===== src/design/wgm_pkg.sv =====
// wgm_pkg: shared constants, types and helpers of the wildcard glob matcher
// no dependencies; compiled first
`default_nettype none

package wgm_pkg;

    // pattern storage layout
    localparam int WORD_COUNT = 6;
    localparam int BYTE_W     = 8;
    localparam int CFG_W      = 64;
    localparam int LEN_W      = 6;
    localparam int CFG_IDX_W  = 3;

    // pattern metacharacters
    localparam logic [BYTE_W-1:0] CH_ANY  = 8'h3F;
    localparam logic [BYTE_W-1:0] CH_STAR = 8'h2A;

    // letter folding bounds
    localparam logic [BYTE_W-1:0] CH_UPPER_A = 8'h41;
    localparam logic [BYTE_W-1:0] CH_UPPER_Z = 8'h5A;
    localparam logic [BYTE_W-1:0] CASE_DELTA = 8'h20;

    typedef logic [BYTE_W-1:0] t_byte;
    typedef logic [CFG_W-1:0]  t_cfg_word;

    // configuration register indexes
    typedef enum logic [CFG_IDX_W-1:0] {
        CFG_LEN    = 3'd0,
        CFG_WORD_0 = 3'd1,
        CFG_WORD_1 = 3'd2,
        CFG_WORD_2 = 3'd3,
        CFG_WORD_3 = 3'd4,
        CFG_WORD_4 = 3'd5,
        CFG_WORD_5 = 3'd6
    } t_cfg_idx;

    // fold A-Z to a-z
    function automatic t_byte fold_case(input t_byte c);
        t_byte r;
        r = c;
        if (c >= CH_UPPER_A && c <= CH_UPPER_Z) begin
            r = c + CASE_DELTA;
        end
        return r;
    endfunction

endpackage

`default_nettype wire


===== src/design/wgm_in_if.sv =====
// wgm_in_if: name byte channel, valid/ready handshake
// depends on wgm_pkg
`default_nettype none

interface wgm_in_if;
    import wgm_pkg::*;

    logic  valid;
    logic  ready;
    t_byte name_char;
    logic  no_char;
    logic  last;

    modport source (output valid, output name_char, output no_char, output last,
                    input ready);
    modport sink   (input valid, input name_char, input no_char, input last,
                    output ready);
endinterface

`default_nettype wire


===== src/design/wgm_out_if.sv =====
// wgm_out_if: verdict channel, valid/ready handshake
// no dependencies
`default_nettype none

interface wgm_out_if;
    logic valid;
    logic ready;
    logic matched;
    logic end_of_name;

    modport source (output valid, output matched, output end_of_name, input ready);
    modport sink   (input valid, input matched, input end_of_name, output ready);
endinterface

`default_nettype wire


===== src/design/wgm_star_close.sv =====
// wgm_star_close: closes a live-position vector over runs of '*'
// parallel prefix network, log2(N) levels; no package dependency
`default_nettype none

module wgm_star_close #(
    parameter int N = 49
) (
    input  wire logic [N-1:0] i_live,
    input  wire logic [N-1:0] i_star,
    output logic      [N-1:0] o_live
);

    localparam int Levels = (N > 1) ? $clog2(N) : 1;

    // g: reachable, p: a live bit below passes through
    logic [N-1:0] g  [Levels+1];
    logic [N-1:0] pr [Levels];

    // position i is passed from i-1 when i-1 holds a star
    assign g[0]  = i_live;
    assign pr[0] = {i_star[N-2:0], 1'b0};

    for (genvar k = 0; k < Levels; k++) begin : g_level
        localparam int D = 1 << k;
        for (genvar i = 0; i < N; i++) begin : g_bit
            if (i >= D) begin : g_comb
                assign g[k+1][i] = g[k][i] | (pr[k][i] & g[k][i-D]);
                if (k + 1 < Levels) begin : g_prop
                    assign pr[k+1][i] = pr[k][i] & pr[k][i-D];
                end
            end else begin : g_pass
                assign g[k+1][i] = g[k][i];
                if (k + 1 < Levels) begin : g_prop
                    assign pr[k+1][i] = pr[k][i];
                end
            end
        end
    end

    assign o_live = g[Levels];

endmodule

`default_nettype wire


===== src/design/wildcard_glob_matcher_unit.sv =====
// wildcard_glob_matcher_unit: top level of the case-insensitive glob matcher
// depends on wgm_pkg, wgm_in_if, wgm_out_if, wgm_star_close
//
// Takes one name byte per cycle unless the sink stalls and returns one verdict
// per beat from an output register. The live pattern positions are held in a
// PATTERN_MAX+1 bit vector whose next value comes from a star closure over the
// stored vector, a parallel compare of the byte against every pattern position,
// and a second star closure; both closures are log2 prefix networks. Input
// ready is high while the output register is empty or being drained, so a
// stalled sink stops intake only after one verdict is waiting. A beat with
// no_char set advances nothing and reports the verdict for the name so far; a
// beat with last set returns the matcher to its start position afterwards.
// Letters fold to lower case, '?' matches any byte, '*' any run of bytes. The
// user writes the pattern via the configuration port while idle; not enforced.
`default_nettype none

module wildcard_glob_matcher_unit #(
    parameter int PATTERN_MAX = 48
) (
    input  wire logic                        i_clk,
    input  wire logic                        i_rst_n,
    input  wire logic                        i_cfg_we,
    input  wire logic [wgm_pkg::CFG_IDX_W-1:0] i_cfg_idx,
    input  wire logic [wgm_pkg::CFG_W-1:0]   i_cfg_wdata,
    wgm_in_if.sink                           i_in,
    wgm_out_if.source                        o_out
);
    import wgm_pkg::*;

    localparam int NPos   = PATTERN_MAX + 1;
    localparam int PosW   = $clog2(NPos);
    localparam int NBytes = WORD_COUNT * 8;
    localparam logic [LEN_W-1:0] LenMax = LEN_W'(PATTERN_MAX);
    localparam logic [NPos-1:0]  LiveReset = NPos'(1);

    // configuration registers
    logic [LEN_W-1:0] r_len;
    t_cfg_word        r_pat [WORD_COUNT];

    // matcher state and output register
    logic [NPos-1:0] r_live;
    logic [NPos-1:0] n_live;
    logic            r_out_valid;
    logic            r_matched;
    logic            r_eon;
    logic            n_matched;

    logic            in_accept;
    logic [LEN_W-1:0] cur_len;
    t_byte           pat_byte [PATTERN_MAX];
    logic [NPos-1:0] len_mask;
    logic [NPos-1:0] star;
    logic [NPos-1:0] hit;
    logic [NPos-1:0] v_masked;
    logic [NPos-1:0] v_closed;
    logic [NPos-1:0] v_adv;
    logic [NPos-1:0] v_adv_closed;
    logic [NPos-1:0] v_next;
    t_byte           in_folded;

    // configuration writes
    always_ff @(posedge i_clk) begin
        if (!i_rst_n) begin
            r_len <= '0;
            for (int w = 0; w < WORD_COUNT; w++) begin
                r_pat[w] <= '0;
            end
        end else if (i_cfg_we) begin
            case (i_cfg_idx) inside
                CFG_LEN: begin
                    r_len <= i_cfg_wdata[LEN_W-1:0];
                end
                [CFG_WORD_0:CFG_WORD_5]: begin
                    r_pat[CFG_IDX_W'(i_cfg_idx - CFG_IDX_W'(CFG_WORD_0))] <= i_cfg_wdata;
                end
                default: begin
                end
            endcase
        end
    end

    // effective length, clamped to PATTERN_MAX
    assign cur_len = (r_len > LenMax) ? LenMax : r_len;

    // pattern byte per position; positions past the words read as zero
    for (genvar p = 0; p < PATTERN_MAX; p++) begin : g_pat
        if (p < NBytes) begin : g_word
            assign pat_byte[p] = r_pat[p / 8][(p % 8) * 8 +: 8];
        end else begin : g_zero
            assign pat_byte[p] = '0;
        end
    end

    assign in_folded = fold_case(i_in.name_char);

    // per-position decode: in range, star, byte hit
    always_comb begin
        len_mask = '0;
        star     = '0;
        hit      = '0;
        for (int p = 0; p < NPos; p++) begin
            len_mask[p] = (LEN_W'(p) <= cur_len);
        end
        for (int p = 0; p < PATTERN_MAX; p++) begin
            if (LEN_W'(p) < cur_len) begin
                star[p] = (pat_byte[p] == CH_STAR);
                hit[p]  = (pat_byte[p] != CH_STAR) &&
                          ((pat_byte[p] == CH_ANY) || (fold_case(pat_byte[p]) == in_folded));
            end
        end
    end

    assign v_masked = r_live & len_mask;

    wgm_star_close #(.N(NPos)) u_close_pre (
        .i_live (v_masked),
        .i_star (star),
        .o_live (v_closed)
    );

    // advance: a star holds its position, a hit moves one up
    assign v_adv = (v_closed & star) | {v_closed[NPos-2:0] & hit[NPos-2:0], 1'b0};

    wgm_star_close #(.N(NPos)) u_close_post (
        .i_live (v_adv),
        .i_star (star),
        .o_live (v_adv_closed)
    );

    assign v_next    = i_in.no_char ? v_closed : v_adv_closed;
    assign n_matched = v_next[cur_len[PosW-1:0]];
    assign n_live    = i_in.last ? LiveReset : v_next;

    // handshake
    assign i_in.ready = !r_out_valid || o_out.ready;
    assign in_accept  = i_in.valid && i_in.ready;

    // live positions
    always_ff @(posedge i_clk) begin
        if (!i_rst_n) begin
            r_live <= LiveReset;
        end else if (in_accept) begin
            r_live <= n_live;
        end
    end

    // output register
    always_ff @(posedge i_clk) begin
        if (!i_rst_n) begin
            r_out_valid <= 1'b0;
        end else if (in_accept) begin
            r_out_valid <= 1'b1;
        end else if (o_out.ready) begin
            r_out_valid <= 1'b0;
        end
    end

    always_ff @(posedge i_clk) begin
        if (in_accept) begin
            r_matched <= n_matched;
            r_eon     <= i_in.last;
        end
    end

    assign o_out.valid       = r_out_valid;
    assign o_out.matched     = r_matched;
    assign o_out.end_of_name = r_eon;

endmodule

`default_nettype wire


===== src/flat_wrapper.sv =====
// flat-port wrapper written by rule: the top's interface ports become plain ports
module wildcard_glob_matcher_unit_flat import wgm_pkg::*;
#(
    parameter int PATTERN_MAX = 48
)
  (i_clk, i_rst_n, i_cfg_we, i_cfg_idx, i_cfg_wdata, i_in_valid, i_in_name_char, i_in_no_char, i_in_last, i_in_ready, o_out_valid, o_out_matched, o_out_end_of_name, o_out_ready);
  wgm_in_if i_in_i ();
  wgm_out_if o_out_i ();
  input  wire logic i_clk;
  input  wire logic i_rst_n;
  input  wire logic i_cfg_we;
  input  wire logic [wgm_pkg::CFG_IDX_W-1:0] i_cfg_idx;
  input  wire logic [wgm_pkg::CFG_W-1:0] i_cfg_wdata;
  input wire logic [$bits(i_in_i.valid)-1:0] i_in_valid;
  input wire logic [$bits(i_in_i.name_char)-1:0] i_in_name_char;
  input wire logic [$bits(i_in_i.no_char)-1:0] i_in_no_char;
  input wire logic [$bits(i_in_i.last)-1:0] i_in_last;
  output wire logic [$bits(i_in_i.ready)-1:0] i_in_ready;
  output wire logic [$bits(o_out_i.valid)-1:0] o_out_valid;
  output wire logic [$bits(o_out_i.matched)-1:0] o_out_matched;
  output wire logic [$bits(o_out_i.end_of_name)-1:0] o_out_end_of_name;
  input wire logic [$bits(o_out_i.ready)-1:0] o_out_ready;
  assign i_in_i.valid = i_in_valid;
  assign i_in_i.name_char = i_in_name_char;
  assign i_in_i.no_char = i_in_no_char;
  assign i_in_i.last = i_in_last;
  assign i_in_ready = i_in_i.ready;
  assign o_out_valid = o_out_i.valid;
  assign o_out_matched = o_out_i.matched;
  assign o_out_end_of_name = o_out_i.end_of_name;
  assign o_out_i.ready = o_out_ready;
  wildcard_glob_matcher_unit #(.PATTERN_MAX(PATTERN_MAX)) u_core (.i_clk(i_clk), .i_rst_n(i_rst_n), .i_cfg_we(i_cfg_we), .i_cfg_idx(i_cfg_idx), .i_cfg_wdata(i_cfg_wdata), .i_in(i_in_i), .o_out(o_out_i));
endmodule

===== config.mk =====
export PLATFORM = sky130hd
export DESIGN_NAME = wildcard_glob_matcher_unit_flat
export DESIGN_NICKNAME = d
export VERILOG_FILES = /design/src/design/wgm_pkg.sv /design/src/design/wgm_in_if.sv /design/src/design/wgm_out_if.sv /design/src/design/wgm_star_close.sv /design/src/design/wildcard_glob_matcher_unit.sv /design/src/flat_wrapper.sv
export SDC_FILE = /design/constraint.sdc
export NUM_CORES = 2
export LEC_CHECK = 0
export ABC_CLOCK_PERIOD_IN_PS = 7840
export BUFFER_PORTS_ARGS = -buffer_cell sky130_fd_sc_hd__buf_2
export CELL_PAD_IN_SITES_DETAIL_PLACEMENT = 0
export CELL_PAD_IN_SITES_GLOBAL_PLACEMENT = 1
export CORE_MARGIN = 3
export CORE_UTILIZATION = 49
export CTS_CLUSTER_DIAMETER = 150
export DETAILED_ROUTE_END_ITERATION = 8
export HOLD_SLACK_MARGIN = 0.1
export PLACE_DENSITY = 0.77
export SYNTH_ARGS = -nofsm -noshare
export SYNTH_HDL_FRONTEND = slang
export SYNTH_SLANG_ARGS = --single-unit

===== constraint.sdc =====
create_clock -name i_clk -period 7.84 [get_ports i_clk]
set_clock_uncertainty 0.2 [all_clocks]
set_input_delay 0.392 -clock i_clk [delete_from_list [all_inputs] [get_ports i_clk]]
set_output_delay 0.392 -clock i_clk [all_outputs]
set_load 0.01 [all_outputs]

==> impl_metrics.json <==
{
  "avgRoutedWirePerCell_um": 32.1,
  "finalCoreUtilization_pct": 55.8,
  "synthArstFlopShare_pct": 0,
  "drive_gt1_share_pct": 10.0,
  "post_syn_instances": 3907,
  "ys_types": 116,
  "viasPerCell": 7.02,
  "dpl.hpwl_mm": 121,
  "gpl.final_weighted_congestion": 1.21,
  "die_width_um": 266,
  "placed_cells_incl_taps": 4833,
  "area.growth.synth_to_final_pct": 11.7,
  "arrival_ns": 8.01,
  "ys.warnings.count": 0,
  "start_util_pct": 50.0,
  "netlist_top_cells_area": "edfxtp_1 (35%), nor2_1 (7.7%), xor2_1 (5.2%), xnor2_1 (4.7%), nand2_1 (4.0%)",
  "status": "finished with violations",
  "critical_path.slowest_cell": "nor4bb_2",
  "floorplan.io_pins": 86,
  "cts_buffers": 50,
  "timing.slew.headroom_pct": 0.145,
  "synth_fp_nets": 4042,
  "timing.final.ws_setup_ns": 0.148,
  "die_h_um": 266,
  "route.antenna.remaining_nets": 0,
  "failed_checks": "max-capacitance violations",
  "finish.cell_count_without_fillers": 4945,
  "ys_top_cells_by_count": "nor2_1 (682), edfxtp_1 (386), nand2_1 (350)",
  "totalWireLength_mm": 159,
  "crit_path_max_delay_family": "compound AO/OA/AOI/OAI gates",
  "critical_path.n_buffers_inverters": 1,
  "hold_path.class": "input port to flip-flop",
  "timing_max_transition_violations_final": 0,
  "cts.sinks": 442,
  "number_of_global_route_vias_before_repair": 33200,
  "worstSetupPathType": "flip-flop to flip-flop",
  "layout_min_cycle_time_ns": 7.69,
  "critical_path.max_fanout": 6,
  "detail_route.drc_violations": 0,
  "place_ws_ns": 0.493,
  "worst-r2r-cell-count": 18,
  "placed_area_um2": 35200,
  "cp_cell_sequence": "nor4bb_2 -> nand2_1 -> nor3_1 -> buf_4 -> nand2_1 -> a2111oi_4 -> o21bai_1 -> a21oi_1 -> o21a_1 -> a211oi_1 -> o21ai_0 -> a31oi_1 -> o21ai_0 -> a21oi_1 -> a22oi_1 -> o221ai_1 -> a221oi_1 -> or4_1",
  "grt_usage_pct": 43.5,
  "total_grt_overflow": 0,
  "buffer_levels_on_the_longest_clock_path": 3,
  "n_antenna_cell": 0,
  "yosysSeqAreaShare_pct": 38.3,
  "antenna_violations_before_repair": 2,
  "synth_area_per_cell_um2": 8.50,
  "grt_start_max_net_pins": 69,
  "synth.cell_area_um2": 33200,
  "insertion_delay_ns": 0.64,
  "fin_nets": 4174,
  "netlist.top_cell.by_area": "edfxtp_1",
  "worstSetupStartpointType": "flip-flop",
  "hold_viol": 0,
  "synth_most_common_cell": "nor2_1",
  "worst_ep_required_time_ns": 8.15,
  "cts.clk_slew.worst_paths_ns": 0.07,
  "period_utilization_post_route_pct": 98.1,
  "worst-path-stages": 18,
  "max_cap_violations": 1,
  "worst-slew-pin-transition_ns": 1.48,
  "first_pass_grt_wire_length_mm": 224,
  "cts.htree.levels": 2,
  "static-leakage-power_uw": 0.0129,
  "critPathCaptureType": "flip-flop",
  "ir_worst_vdd_mv": 0.189,
  "drtPass1Iterations": 9,
  "tritoncts": "built",
  "holdPathStages": 3,
  "synth-seq-cells": 442,
  "drt-initial-drc-count": 4877,
  "cts_setup_buffers": 0,
  "count_of_flip_flops_with_a_built_in_enable_after_synthesis": 386,
  "max_clock_freq_mhz": 130,
  "route.vias.total": 34700,
  "worst_path_max_stage_delay_ns": 1.17,
  "core_region_area_um2": 66500,
  "core_rows": 94,
  "fin_tns_setup_ns": 0,
  "finalSetupViolations": 0,
  "ctsRootBufferMaster": "clkbuf_16",
  "placement.io_buffers": 85,
  "die_ar_um2": 71000,
  "rsz0062_at_grt": "no",
  "post-route-cell-area_um2": 37100,
  "ys.flop_type": "edfxtp_1",
  "cellPowerDensity_nw_per_um2": 171,
  "post-synth-top-area-fraction_pct": 34.9
}
sequential cells by signal, indices dropped and copies added, names as in the netlist:
register and count:
u_core.r_live 49, u_core.o_out.matched 1, u_core.r_len 6, u_core.o_out.valid 1
u_core.o_out.end_of_name 1, u_core.r_pat 384
worst register-to-register path, stage by stage (launching register included):
cell and delay, ns:
edfxtp_1 0.46, nor4bb_2 1.17, nand2_1 0.44, nor3_1 0.44
buf_4 0.22, nand2_1 0.13, a2111oi_4 0.83, o21bai_1 0.20
a21oi_1 0.37, o21a_1 0.23, a211oi_1 0.08, o21ai_0 0.96
a31oi_1 0.37, o21ai_0 0.51, a21oi_1 0.13, a22oi_1 0.28
o221ai_1 0.15, a221oi_1 0.24, or4_1 0.16
metrics by stage:
step | hold WS [ns] | total power (uW)
5_1_grt | 0.121 | 6510
6_report | 0.111 | 6360
2_1_floorplan | 0.242 | 3500
4_1_cts | 0.102 | 6310
3_5_place_dp | 0.265 | 3850
3_3_place_gp | 0.255 | 3790
power breakdown:
group	leakage (uW)	internal (uW)	total [uW]	switching, uW
logic	0.00794	330	939	609
clock network	0.000842	1410	2500	1090
registers	0.00415	2710	2920	206
total	0.0129	4450	6360	1900
cell type report:
type                       instances  area (um^2)
clock buffer                      59         1350
clock inverter                    35          379
fill                            5916        29300
inverter                         167          627
multi-input combinational       3149        19400
sequential                       442        12700
tap                              864         1080
timing repair buffer             229         1600
per-layer routing:
metal  vias to the layer above  track usage [%]  wire length, um  part of all wire [%]
met3                       602             10.4            18900                    12
met4                         0             30.3            13100                   8.3
met1                     16700             54.8            59200                    37
met2                      2602             66.0            67700                    43
li1                      14800                -                -                     -
met5                         -                0                0                     0
cell families (layout without fill, tap and decap cells):
logic type               Yosys count  count (layout)  synth area share, %
AND/OR/NAND/NOR                 1780            1780                 25.5
buffers and inverters            316             490                 3.91
flip-flops                       442             442                 38.3
adder cells (fa/ha/maj)           53              53                 2.00
multiplexers                      22              22                0.697
AO/OA/AOI/OAI                    919             919                 19.7
XOR/XNOR                         375             375                 9.89
layout by cell type (no fill, tap or decap), drive strengths merged, types with 153 or more instances in the layout:
cell type,synthesis,routed
nor3,189,189
a21oi,200,200
inv,166,170
nor2,685,685
buf,75,211
xnor2,177,177
nand3,153,153
xor2,198,198
edfxtp,386,386
nand2,351,351
final timing paths:
check | startpoint | end | slack [ns]
max | u_core.r_pat[1][14] | u_core.o_out.matched | 0.15
min | i_cfg_wdata[23] | u_core.r_pat[5][23] | 0.11
max reg2reg | u_core.r_pat[1][14] | u_core.o_out.matched | 0.15
min reg2reg | u_core.r_live[47] | u_core.r_live[47] | 0.28
timing repair:
action	CTS	global route
hold buffers	18	0
setup endpoints to repair	0	1
endpoints found under the hold margin	20	0
resized for setup	0	1
Note: power is estimated with default switching activity, not from simulation.
